===== src/design/sas_pkg.sv =====
package sas_pkg;

  localparam int SAS_NUM_SLOTS = 32;
  localparam int SLOT_W        = 6;
  localparam int IN_DATA_W     = 72;
  localparam int IN_USER_W     = 2;
  localparam int OUT_DATA_W    = 32;
  localparam int CFG_DATA_W    = 16;

  localparam logic [7:0] RUN_FOREVER = 8'd255;

  typedef enum logic [1:0] {
    REQ_LOAD  = 2'd0,
    REQ_START = 2'd1,
    REQ_STOP  = 2'd2,
    REQ_TICK  = 2'd3
  } req_t;

  typedef enum logic {
    CFG_FREEZE = 1'b0,
    CFG_GDELAY = 1'b1
  } cfg_idx_t;

  // One slot of the animation table, stored as a single memory word.
  typedef struct packed {
    logic [7:0]         run_count;
    logic [7:0]         repeat_default;
    logic signed [15:0] first_frame;
    logic signed [15:0] final_frame;
    logic signed [15:0] frame_counter;
    logic [14:0]        delay_reload;
    logic signed [16:0] delay_counter;
    logic               reverse_mode;
  } slot_rec_t;

  function automatic slot_rec_t slot_reset_val();
    slot_rec_t r;
    r.run_count      = '0;
    r.repeat_default = '0;
    r.first_frame    = 16'sh FFFF;
    r.final_frame    = '0;
    r.frame_counter  = '0;
    r.delay_reload   = '0;
    r.delay_counter  = '0;
    r.reverse_mode   = 1'b0;
    return r;
  endfunction

  function automatic logic slot_is_active(slot_rec_t r);
    return (r.run_count != 8'd0) && (r.first_frame != 16'shFFFF)
        && (r.final_frame != 16'shFFFF);
  endfunction

endpackage


===== src/design/sprite_animation_sequencer.sv =====
// A load, start or stop reads its slot from the memory and then registers its
// result once the output register is free. A tick over N slots reads the first
// slot, then registers one result per cycle while the output does not stall,
// and the next request is accepted once the last result has been registered.
// Reset (rst_n low, synchronous) marks every slot as holding its reset value
// and restores freeze to 0 and the global delay setting to 2.
module sprite_animation_sequencer
  import sas_pkg::*;
#(
  parameter int NUM_SLOTS = SAS_NUM_SLOTS
) (
  input  logic                  clk,
  input  logic                  rst_n,
  // Input channel.
  input  logic                  in_tvalid,
  output logic                  in_tready,
  // slot_index[5:0], range_last[11:6], start_frame[27:12], end_frame[43:28],
  // frame_delay[58:44], repeat_count[66:59], run_reverse[67], zero pad[71:68]
  input  logic [IN_DATA_W-1:0]  in_tdata,
  // req_type[1:0]
  input  logic [IN_USER_W-1:0]  in_tuser,
  // Result channel.
  output logic                  out_tvalid,
  input  logic                  out_tready,
  // out_slot[5:0], active[6], frame[22:7], repeats_left[30:23], zero pad[31]
  output logic [OUT_DATA_W-1:0] out_tdata,
  output logic                  out_tlast,
  // Configuration write port.
  input  logic                  cfg_we,
  input  logic                  cfg_index,
  input  logic [CFG_DATA_W-1:0] cfg_wdata
);

  // Address width of the slot table; at least one bit for a one-slot table.
  localparam int AW = (NUM_SLOTS > 1) ? $clog2(NUM_SLOTS) : 1;
  localparam logic [SLOT_W:0] NUM_SLOTS_X = (SLOT_W+1)'(NUM_SLOTS);
  localparam logic [AW-1:0]   LAST_SLOT   = AW'(NUM_SLOTS - 1);

  typedef enum logic [1:0] {
    S_IDLE = 2'b01,
    S_PROC = 2'b10
  } state_t;

  // Input fields.
  req_t               in_type;
  logic [SLOT_W-1:0]  in_slot;
  logic [SLOT_W-1:0]  in_last_slot;

  assign in_type      = req_t'(in_tuser[1:0]);
  assign in_slot      = in_tdata[5:0];
  assign in_last_slot = in_tdata[11:6];

  // Configuration registers.
  logic               freeze_r;
  logic signed [15:0] gdelay_r;

  always_ff @(posedge clk) begin
    if (!rst_n) begin
      freeze_r <= 1'b0;
      gdelay_r <= 16'sd2;
    end else if (cfg_we) begin
      unique case (cfg_idx_t'(cfg_index))
        CFG_FREEZE: freeze_r <= cfg_wdata[0];
        CFG_GDELAY: gdelay_r <= $signed(cfg_wdata);
        default:    ;
      endcase
    end
  end

  // Control state.
  state_t          state_r, state_nxt;
  logic [AW-1:0]   cur_r, cur_nxt;
  logic [AW-1:0]   end_r, end_nxt;
  logic            out_tvalid_r, out_tvalid_nxt;

  // Request payload, held for the whole transaction.
  req_t               req_type_r;
  logic signed [15:0] req_start_r;
  logic signed [15:0] req_end_r;
  logic [14:0]        req_delay_r;
  logic [7:0]         req_repeat_r;
  logic               req_reverse_r;

  // Result register.
  logic [OUT_DATA_W-1:0] out_tdata_r, out_tdata_nxt;
  logic                  out_tlast_r, out_tlast_nxt;

  // Slot memory with a valid bit per entry; an entry never written reads
  // as the reset value of a slot.
  slot_rec_t       slot_mem [NUM_SLOTS];
  logic            valid_r  [NUM_SLOTS];
  slot_rec_t       rd_data_r;
  logic            rd_vld_r;
  logic            mem_re;
  logic [AW-1:0]   mem_ra;
  logic            mem_we;
  slot_rec_t       mem_wd;

  // Request decode at acceptance.
  logic              in_fire;
  logic              tick_req;
  logic [SLOT_W-1:0] range_lo, range_hi;
  logic [AW-1:0]     first_addr, last_addr;
  logic              slot_in_table;

  assign in_tready = (state_r == S_IDLE);
  assign in_fire   = in_tvalid && in_tready;
  assign tick_req  = (in_type == REQ_TICK);

  always_comb begin
    if (in_slot > in_last_slot) begin
      range_lo = in_last_slot;
      range_hi = in_slot;
    end else begin
      range_lo = in_slot;
      range_hi = in_last_slot;
    end
    first_addr = ({1'b0, range_lo} >= NUM_SLOTS_X) ? '0 : range_lo[AW-1:0];
    last_addr  = ({1'b0, range_hi} >= NUM_SLOTS_X) ? LAST_SLOT : range_hi[AW-1:0];
    slot_in_table = ({1'b0, in_slot} < NUM_SLOTS_X);
  end

  // Read, modify and write back of the current slot.
  logic               can_emit;
  logic               proc_fire;
  slot_rec_t          cur_rec;
  slot_rec_t          new_rec;
  logic               res_active;
  logic signed [15:0] res_frame;
  logic [7:0]         start_runs;
  logic signed [17:0] reload_sum;

  assign can_emit  = !out_tvalid_r || out_tready;
  assign proc_fire = (state_r == S_PROC) && can_emit;
  assign cur_rec   = rd_vld_r ? rd_data_r : slot_reset_val();

  always_comb begin
    new_rec    = cur_rec;
    res_active = 1'b0;
    res_frame  = cur_rec.frame_counter;
    start_runs = (req_repeat_r != 8'd0) ? req_repeat_r : cur_rec.repeat_default;
    reload_sum = 18'(signed'({3'b000, cur_rec.delay_reload}))
               + 18'(gdelay_r) - 18'sd2;
    unique case (req_type_r)
      REQ_LOAD: begin
        new_rec.first_frame    = req_start_r;
        new_rec.final_frame    = req_end_r;
        new_rec.delay_reload   = req_delay_r;
        new_rec.repeat_default = req_repeat_r;
        new_rec.frame_counter  = req_start_r;
        new_rec.delay_counter  = '0;
        new_rec.run_count      = '0;
        new_rec.reverse_mode   = 1'b0;
        res_active = slot_is_active(new_rec);
        res_frame  = new_rec.frame_counter;
      end
      REQ_START: begin
        new_rec.run_count     = start_runs;
        new_rec.reverse_mode  = req_reverse_r;
        new_rec.frame_counter = req_reverse_r ? cur_rec.final_frame
                                              : cur_rec.first_frame;
        res_active = slot_is_active(new_rec);
        res_frame  = new_rec.frame_counter;
      end
      REQ_STOP: begin
        new_rec.run_count = '0;
        res_active = slot_is_active(new_rec);
        res_frame  = new_rec.frame_counter;
      end
      REQ_TICK: begin
        // The frame shown is the one before stepping.
        res_active = slot_is_active(cur_rec);
        res_frame  = cur_rec.frame_counter;
        if (!res_active) begin
          new_rec.run_count = '0;
        end else if (!freeze_r) begin
          if (cur_rec.delay_counter > 17'sd0) begin
            new_rec.delay_counter = cur_rec.delay_counter - 17'sd1;
          end else begin
            // A negative counter counts as run out as well.
            new_rec.delay_counter = reload_sum[16:0];
            if (cur_rec.reverse_mode) begin
              if (cur_rec.frame_counter > cur_rec.first_frame) begin
                new_rec.frame_counter = cur_rec.frame_counter - 16'sd1;
              end else begin
                new_rec.frame_counter = cur_rec.final_frame;
                if (cur_rec.run_count != RUN_FOREVER)
                  new_rec.run_count = cur_rec.run_count - 8'd1;
              end
            end else begin
              if (cur_rec.frame_counter < cur_rec.final_frame) begin
                new_rec.frame_counter = cur_rec.frame_counter + 16'sd1;
              end else begin
                new_rec.frame_counter = cur_rec.first_frame;
                if (cur_rec.run_count != RUN_FOREVER)
                  new_rec.run_count = cur_rec.run_count - 8'd1;
              end
            end
          end
        end
      end
      default: ;
    endcase
  end

  // Sequencing: while the output does not stall, one slot is written back and
  // reported per cycle, while the next slot of a tick range is read from the
  // memory in the same cycle. The addresses differ, so no forwarding is needed.
  logic is_last_slot;

  assign is_last_slot = (req_type_r != REQ_TICK) || (cur_r == end_r);

  always_comb begin
    state_nxt      = state_r;
    cur_nxt        = cur_r;
    end_nxt        = end_r;
    out_tvalid_nxt = out_tvalid_r && !out_tready;
    out_tdata_nxt  = out_tdata_r;
    out_tlast_nxt  = out_tlast_r;
    mem_re         = 1'b0;
    mem_ra         = cur_r;
    mem_we         = 1'b0;
    mem_wd         = new_rec;
    unique case (state_r)
      S_IDLE: begin
        if (in_fire) begin
          if (tick_req) begin
            cur_nxt   = first_addr;
            end_nxt   = last_addr;
            mem_re    = 1'b1;
            mem_ra    = first_addr;
            state_nxt = S_PROC;
          end else if (slot_in_table) begin
            cur_nxt   = in_slot[AW-1:0];
            end_nxt   = in_slot[AW-1:0];
            mem_re    = 1'b1;
            mem_ra    = in_slot[AW-1:0];
            state_nxt = S_PROC;
          end
          // A load, start or stop outside the table is dropped silently.
        end
      end
      S_PROC: begin
        if (proc_fire) begin
          mem_we         = 1'b1;
          out_tvalid_nxt = 1'b1;
          out_tdata_nxt  = {1'b0, new_rec.run_count,
                            (res_active ? res_frame : 16'shFFFF),
                            res_active, SLOT_W'(cur_r)};
          out_tlast_nxt  = is_last_slot;
          if (is_last_slot) begin
            state_nxt = S_IDLE;
          end else begin
            cur_nxt   = cur_r + AW'(1);
            mem_re    = 1'b1;
            mem_ra    = cur_r + AW'(1);
          end
        end
      end
      default: state_nxt = S_IDLE;
    endcase
  end

  always_ff @(posedge clk) begin
    if (!rst_n) begin
      state_r      <= S_IDLE;
      out_tvalid_r <= 1'b0;
      cur_r        <= '0;
      end_r        <= '0;
    end else begin
      state_r      <= state_nxt;
      out_tvalid_r <= out_tvalid_nxt;
      cur_r        <= cur_nxt;
      end_r        <= end_nxt;
    end
  end

  always_ff @(posedge clk) begin
    out_tdata_r <= out_tdata_nxt;
    out_tlast_r <= out_tlast_nxt;
    if (in_fire) begin
      req_type_r    <= in_type;
      req_start_r   <= $signed(in_tdata[27:12]);
      req_end_r     <= $signed(in_tdata[43:28]);
      req_delay_r   <= in_tdata[58:44];
      req_repeat_r  <= in_tdata[66:59];
      req_reverse_r <= in_tdata[67];
    end
  end

  // Slot memory: one write port, one registered read port.
  always_ff @(posedge clk) begin
    if (mem_we)
      slot_mem[cur_r] <= mem_wd;
    if (mem_re)
      rd_data_r <= slot_mem[mem_ra];
  end

  // Valid bits and the valid flag that travels with the read data.
  always_ff @(posedge clk) begin
    if (!rst_n) begin
      for (int i = 0; i < NUM_SLOTS; i++)
        valid_r[i] <= 1'b0;
      rd_vld_r <= 1'b0;
    end else begin
      if (mem_we)
        valid_r[cur_r] <= 1'b1;
      if (mem_re)
        rd_vld_r <= valid_r[mem_ra];
    end
  end

  assign out_tvalid = out_tvalid_r;
  assign out_tdata  = out_tdata_r;
  assign out_tlast  = out_tlast_r;

endmodule


===== config.mk =====
export PLATFORM = sky130hd
export DESIGN_NAME = sprite_animation_sequencer
export DESIGN_NICKNAME = d
export VERILOG_FILES = /design/src/design/sas_pkg.sv /design/src/design/sprite_animation_sequencer.sv
export SDC_FILE = /design/constraint.sdc
export NUM_CORES = 2
export LEC_CHECK = 0
export BUFFER_PORTS_ARGS = -buffer_cell sky130_fd_sc_hd__buf_4
export CAP_MARGIN = 10
export CORE_MARGIN = 5
export CORE_UTILIZATION = 45
export CTS_CLUSTER_SIZE = 30
export DETAILED_ROUTE_END_ITERATION = 6
export HOLD_SLACK_MARGIN = 0.03
export PLACE_DENSITY_LB_ADDON = 0.3
export SLEW_MARGIN = 20
export SYNTH_ARGS = -nofsm -noshare
export SYNTH_HDL_FRONTEND = slang
export SYNTH_SLANG_ARGS = --single-unit

===== constraint.sdc =====
create_clock -name clk -period 13.25 [get_ports clk]
set_input_delay 3.3125 -clock clk [delete_from_list [all_inputs] [get_ports clk]]
set_output_delay 3.3125 -clock clk [all_outputs]
set_load 0.01 [all_outputs]

==> out/metrics.yaml <==
synthesis:
  synth.yosys.seq_area_share: 0.7197
  postSynth.asyncResetShare: 0
  synth_ff_type: "sky130_fd_sc_hd__edfxtp_1"
  syn_avg_cell_area_sq_um: 12.56
  flops_latches_synth: 3353
  yosys_warnings: 0
  synth_cells: 11068
  synth_top_area_cell: "sky130_fd_sc_hd__edfxtp_1"
  yosys-top-cells-area: "sky130_fd_sc_hd__edfxtp_1 (71%), sky130_fd_sc_hd__nand2_1 (8.0%), sky130_fd_sc_hd__nand3_1 (6.4%)"
  yosysMostFrequentCell: "sky130_fd_sc_hd__edfxtp_1"
  synth_enable_flop_cells: 3290
  syn_area_sq_um: 139000
  synth.distinct_cells: 87
  synth.top_cell.area_share: 0.7107
  commonest_cells_in_the_netlist: "sky130_fd_sc_hd__edfxtp_1 (3290), sky130_fd_sc_hd__nand2_1 (2975), sky130_fd_sc_hd__nand3_1 (1780), sky130_fd_sc_hd__a311oi_1 (392), sky130_fd_sc_hd__clkbuf_1 (373)"
global_route:
  via_count_of_the_first_global_routing_pass: 89825
  largest_net_degree_at_the_start_of_global_routing: 175
  global_route_congestion_overflow_total: 0
  initial_antenna_violation_count: 8
  global_route_wire_length_before_repair_mm: 612.7
  groute.usage.overall: 0.2560
layout:
  final_stage_net_count: 11147
  syn_to_final_growth_pct: 12.02
  final_layout_size_suffix_gt1_frac: 0.09081
  post-route-util: 0.5050
  area_used_by_multi_input_combinational_logic_sq_um: 35040
  layout.filler_cells: 25981
  instances_no_fill: 15365
  final_area_sq_um: 155700
  layout.area.seq_sq_um: 100100
job:
  max_cap_violations: 0
sta:
  finalSetupTns_ps: 0
  tightest_slew_ps: 1223
  layout_setup_ws_ps: 5342
  final-max-slew-violation-count: 0
  fmaxAchievable_mhz: 126.5
  timing_hold_violations_final: 0
  fin_crit_sh: 0.5969
  finalWorstPathRequiredPeriod_ps: 7908
  setup-violations-final: 0
  grt_setup_unrepaired: "false"
  timing.slew.headroom: 0.1835
  fin_skew_ps: 43.41
cts:
  cts.repair_timing.setup_buffer_count: 0
  cts-resized-gates: 0
  cts.clk_slew.worst_paths_ps: 60
  latest_clock_arrival_within_the_worst_skew_pair_ps: 890
  tritoncts_buffer_count: 344
  post_cts_hold_buffer_count: 0
  max-clock-path-buffers: 4
  htree_num_levels: 5
  clock-sinks: 3353
  clock_tree.root_cell: "sky130_fd_sc_hd__clkbuf_16"
  tritoncts: "yes"
route:
  first_pass_iters: 6
  viasPerCell: 6.115
  vias: 93960
  drt.antenna.violating_nets: 0
  drt_iter0_drcs: 11890
  drt_drc_violations_left: 0
  wire_per_inst_um: 27.79
  routed_wl_mm: 427.0
power_and_ir_drop:
  max-vdd-ir-drop_v: 0.0001390
  powerDensity_nw_per_um2: 201.7
  leakagePower_uw: 0.05283
setup_path:
  cpPeakStageDelay_ps: 840
  data_arrival_time_at_the_worst_slack_endpoint_ps: 8640
  worstPathMaxFanout: 129
  crit_path_end_kind: "flop"
  setup.worst_path.class: "input port to flop"
  path_cells: "buf_4 > nand2b_1 > and2_2 > buf_4 > nand3b_1 > o221ai_4 > buf_4 > a21o_4 > buf_12 > buf_4 > a211oi_1 > a311oi_1 > a311oi_1 > nor3_1 > a31o_1"
  timing.critical_path.mode_cell: "sky130_fd_sc_hd__buf_4"
  crit_buf_inv: 5
  family_with_the_most_delay_on_the_worst_path: "buffers and inverters"
  timing.critical_path.slowest_stage_cell: "sky130_fd_sc_hd__buf_4"
  cp.required_ps: 13990
  crit_path_start_kind: "input port"
floorplanning:
  coreArea_sq_um: 308300
  io-pin-count: 131
  design.die.area_sq_um: 320100
  start_util: 0.4509
  die-width_um: 565.8
  row_count: 204
  die_h_um: 565.8
status:
  outcome: "finished clean"
placement:
  dp.final_hpwl_mm: 205.2
  preCtsSetupSlack_ps: 4560
  placement.io_buffers: 124
  placedInstanceArea_sq_um: 144400
  placed_cells: 14741
  gpl_wtd_cong: 0.9015
worst_hold_path:
  hold_class: "flop to flop"
## worst paths after layout
path                                               start                         end  slack (ps)  depth (start not counted)
worst max-delay path                          out_tready     rd_data_r[80]$_DFFE_PP_        5340                         15
worst min-delay path            gdelay_r[9]$_SDFFE_PN0P_    gdelay_r[9]$_SDFFE_PN0P_         470                          2
worst max register to register     rd_vld_r$_SDFFE_PN0P_  slot_mem[31][91]$_DFFE_PP_        7060                         15
worst min register to register  gdelay_r[9]$_SDFFE_PN0P_    gdelay_r[9]$_SDFFE_PN0P_         470                          2
## area by class of cell
cell class / instances / share of cell area
antenna: 2 / 0.00003214
sequential: 3353 / 0.6426
clock inverter: 200 / 0.01241
inverter: 294 / 0.007095
tap: 4120 / 0.03310
multi-input combinational: 6624 / 0.2250
timing repair buffer: 352 / 0.02098
clock buffer: 420 / 0.05878
## where the power goes
part / leakage, uW / total (uW) / internal, uW / switching (uW)
logic: 0.0170 / 8780 / 2460 / 6320
clock network: 0.00541 / 9590 / 5530 / 4060
registers: 0.0304 / 13000 / 12800 / 284
## kinds of logic after synthesis
group                      count (synthesis)  share of synthesized area
adders and majority gates                 83                   0.007506
muxes                                     16                   0.001206
and+or+nand+nor                         5134                     0.1582
buffers and inverters                   1092                    0.03400
xor gates and xnor gates                  49                   0.003141
DFF                                     3353                     0.7197
AOI/OAI and AO/OA                       1340                    0.07616
other                                      1                 0.00002697
## stage by stage
step,power [uW],hold WS [ps]
after floorplan,19130,440.0
after global placement,21660,445.9
after detailed placement,21850,452.2
after CTS,31350,466.0
after global routing,32690,477.7
final,31410,465.5
## layer usage
| layer | routed length, um | global-route usage | share of wire | vias up |
|---|---|---|---|---|
| met5 | 13 | 0 | 0.000030 | - |
| met4 | 23010 | 0.1215 | 0.054 | 2 |
| met2 | 203700 | 0.4240 | 0.48 | 5143 |
| li1 | - | - | - | 40664 |
| met3 | 39590 | 0.03643 | 0.093 | 1086 |
| met1 | 160700 | 0.3344 | 0.38 | 47065 |
## sequential cells by signal, summed over array words and instances (netlist names)
name	flops
out_tlast	1
req_reverse_r	1
valid_r	32
out_tdata	30
freeze_r	1
req_type_r	2
out_tvalid	1
cur_r	5
slot_mem	3104
state_r	2
req_start_r	16
rd_data_r	97
req_end_r	16
rd_vld_r	1
gdelay_r	16
end_r	5
req_repeat_r	8
req_delay_r	15
## layout by cell type (no fill, tap or decap), drive strengths merged, types with 119 or more instances in the layout
| cell type | netlist | routed |
|---|---|---|
| buf | 425 | 352 |
| edfxtp | 3290 | 3290 |
| nand3 | 1782 | 1782 |
| clkbuf | 373 | 420 |
| a311oi | 392 | 392 |
| o21ai | 119 | 119 |
| inv | 292 | 301 |
| a211oi | 410 | 410 |
| nor2 | 140 | 140 |
| clkinv | 2 | 149 |
| nand2 | 2975 | 2975 |
## tightest hold or removal path, delay by kind of cell, from the launching register on
| kind | cells | cell delay (ps) |
|---|---|---|
| flip-flops | 1 | 310 |
| AND/OR/NAND/NOR | 1 | 50 |
| AO/OA/AOI/OAI | 1 | 60 |
Note: power is estimated with default switching activity, not from simulation.
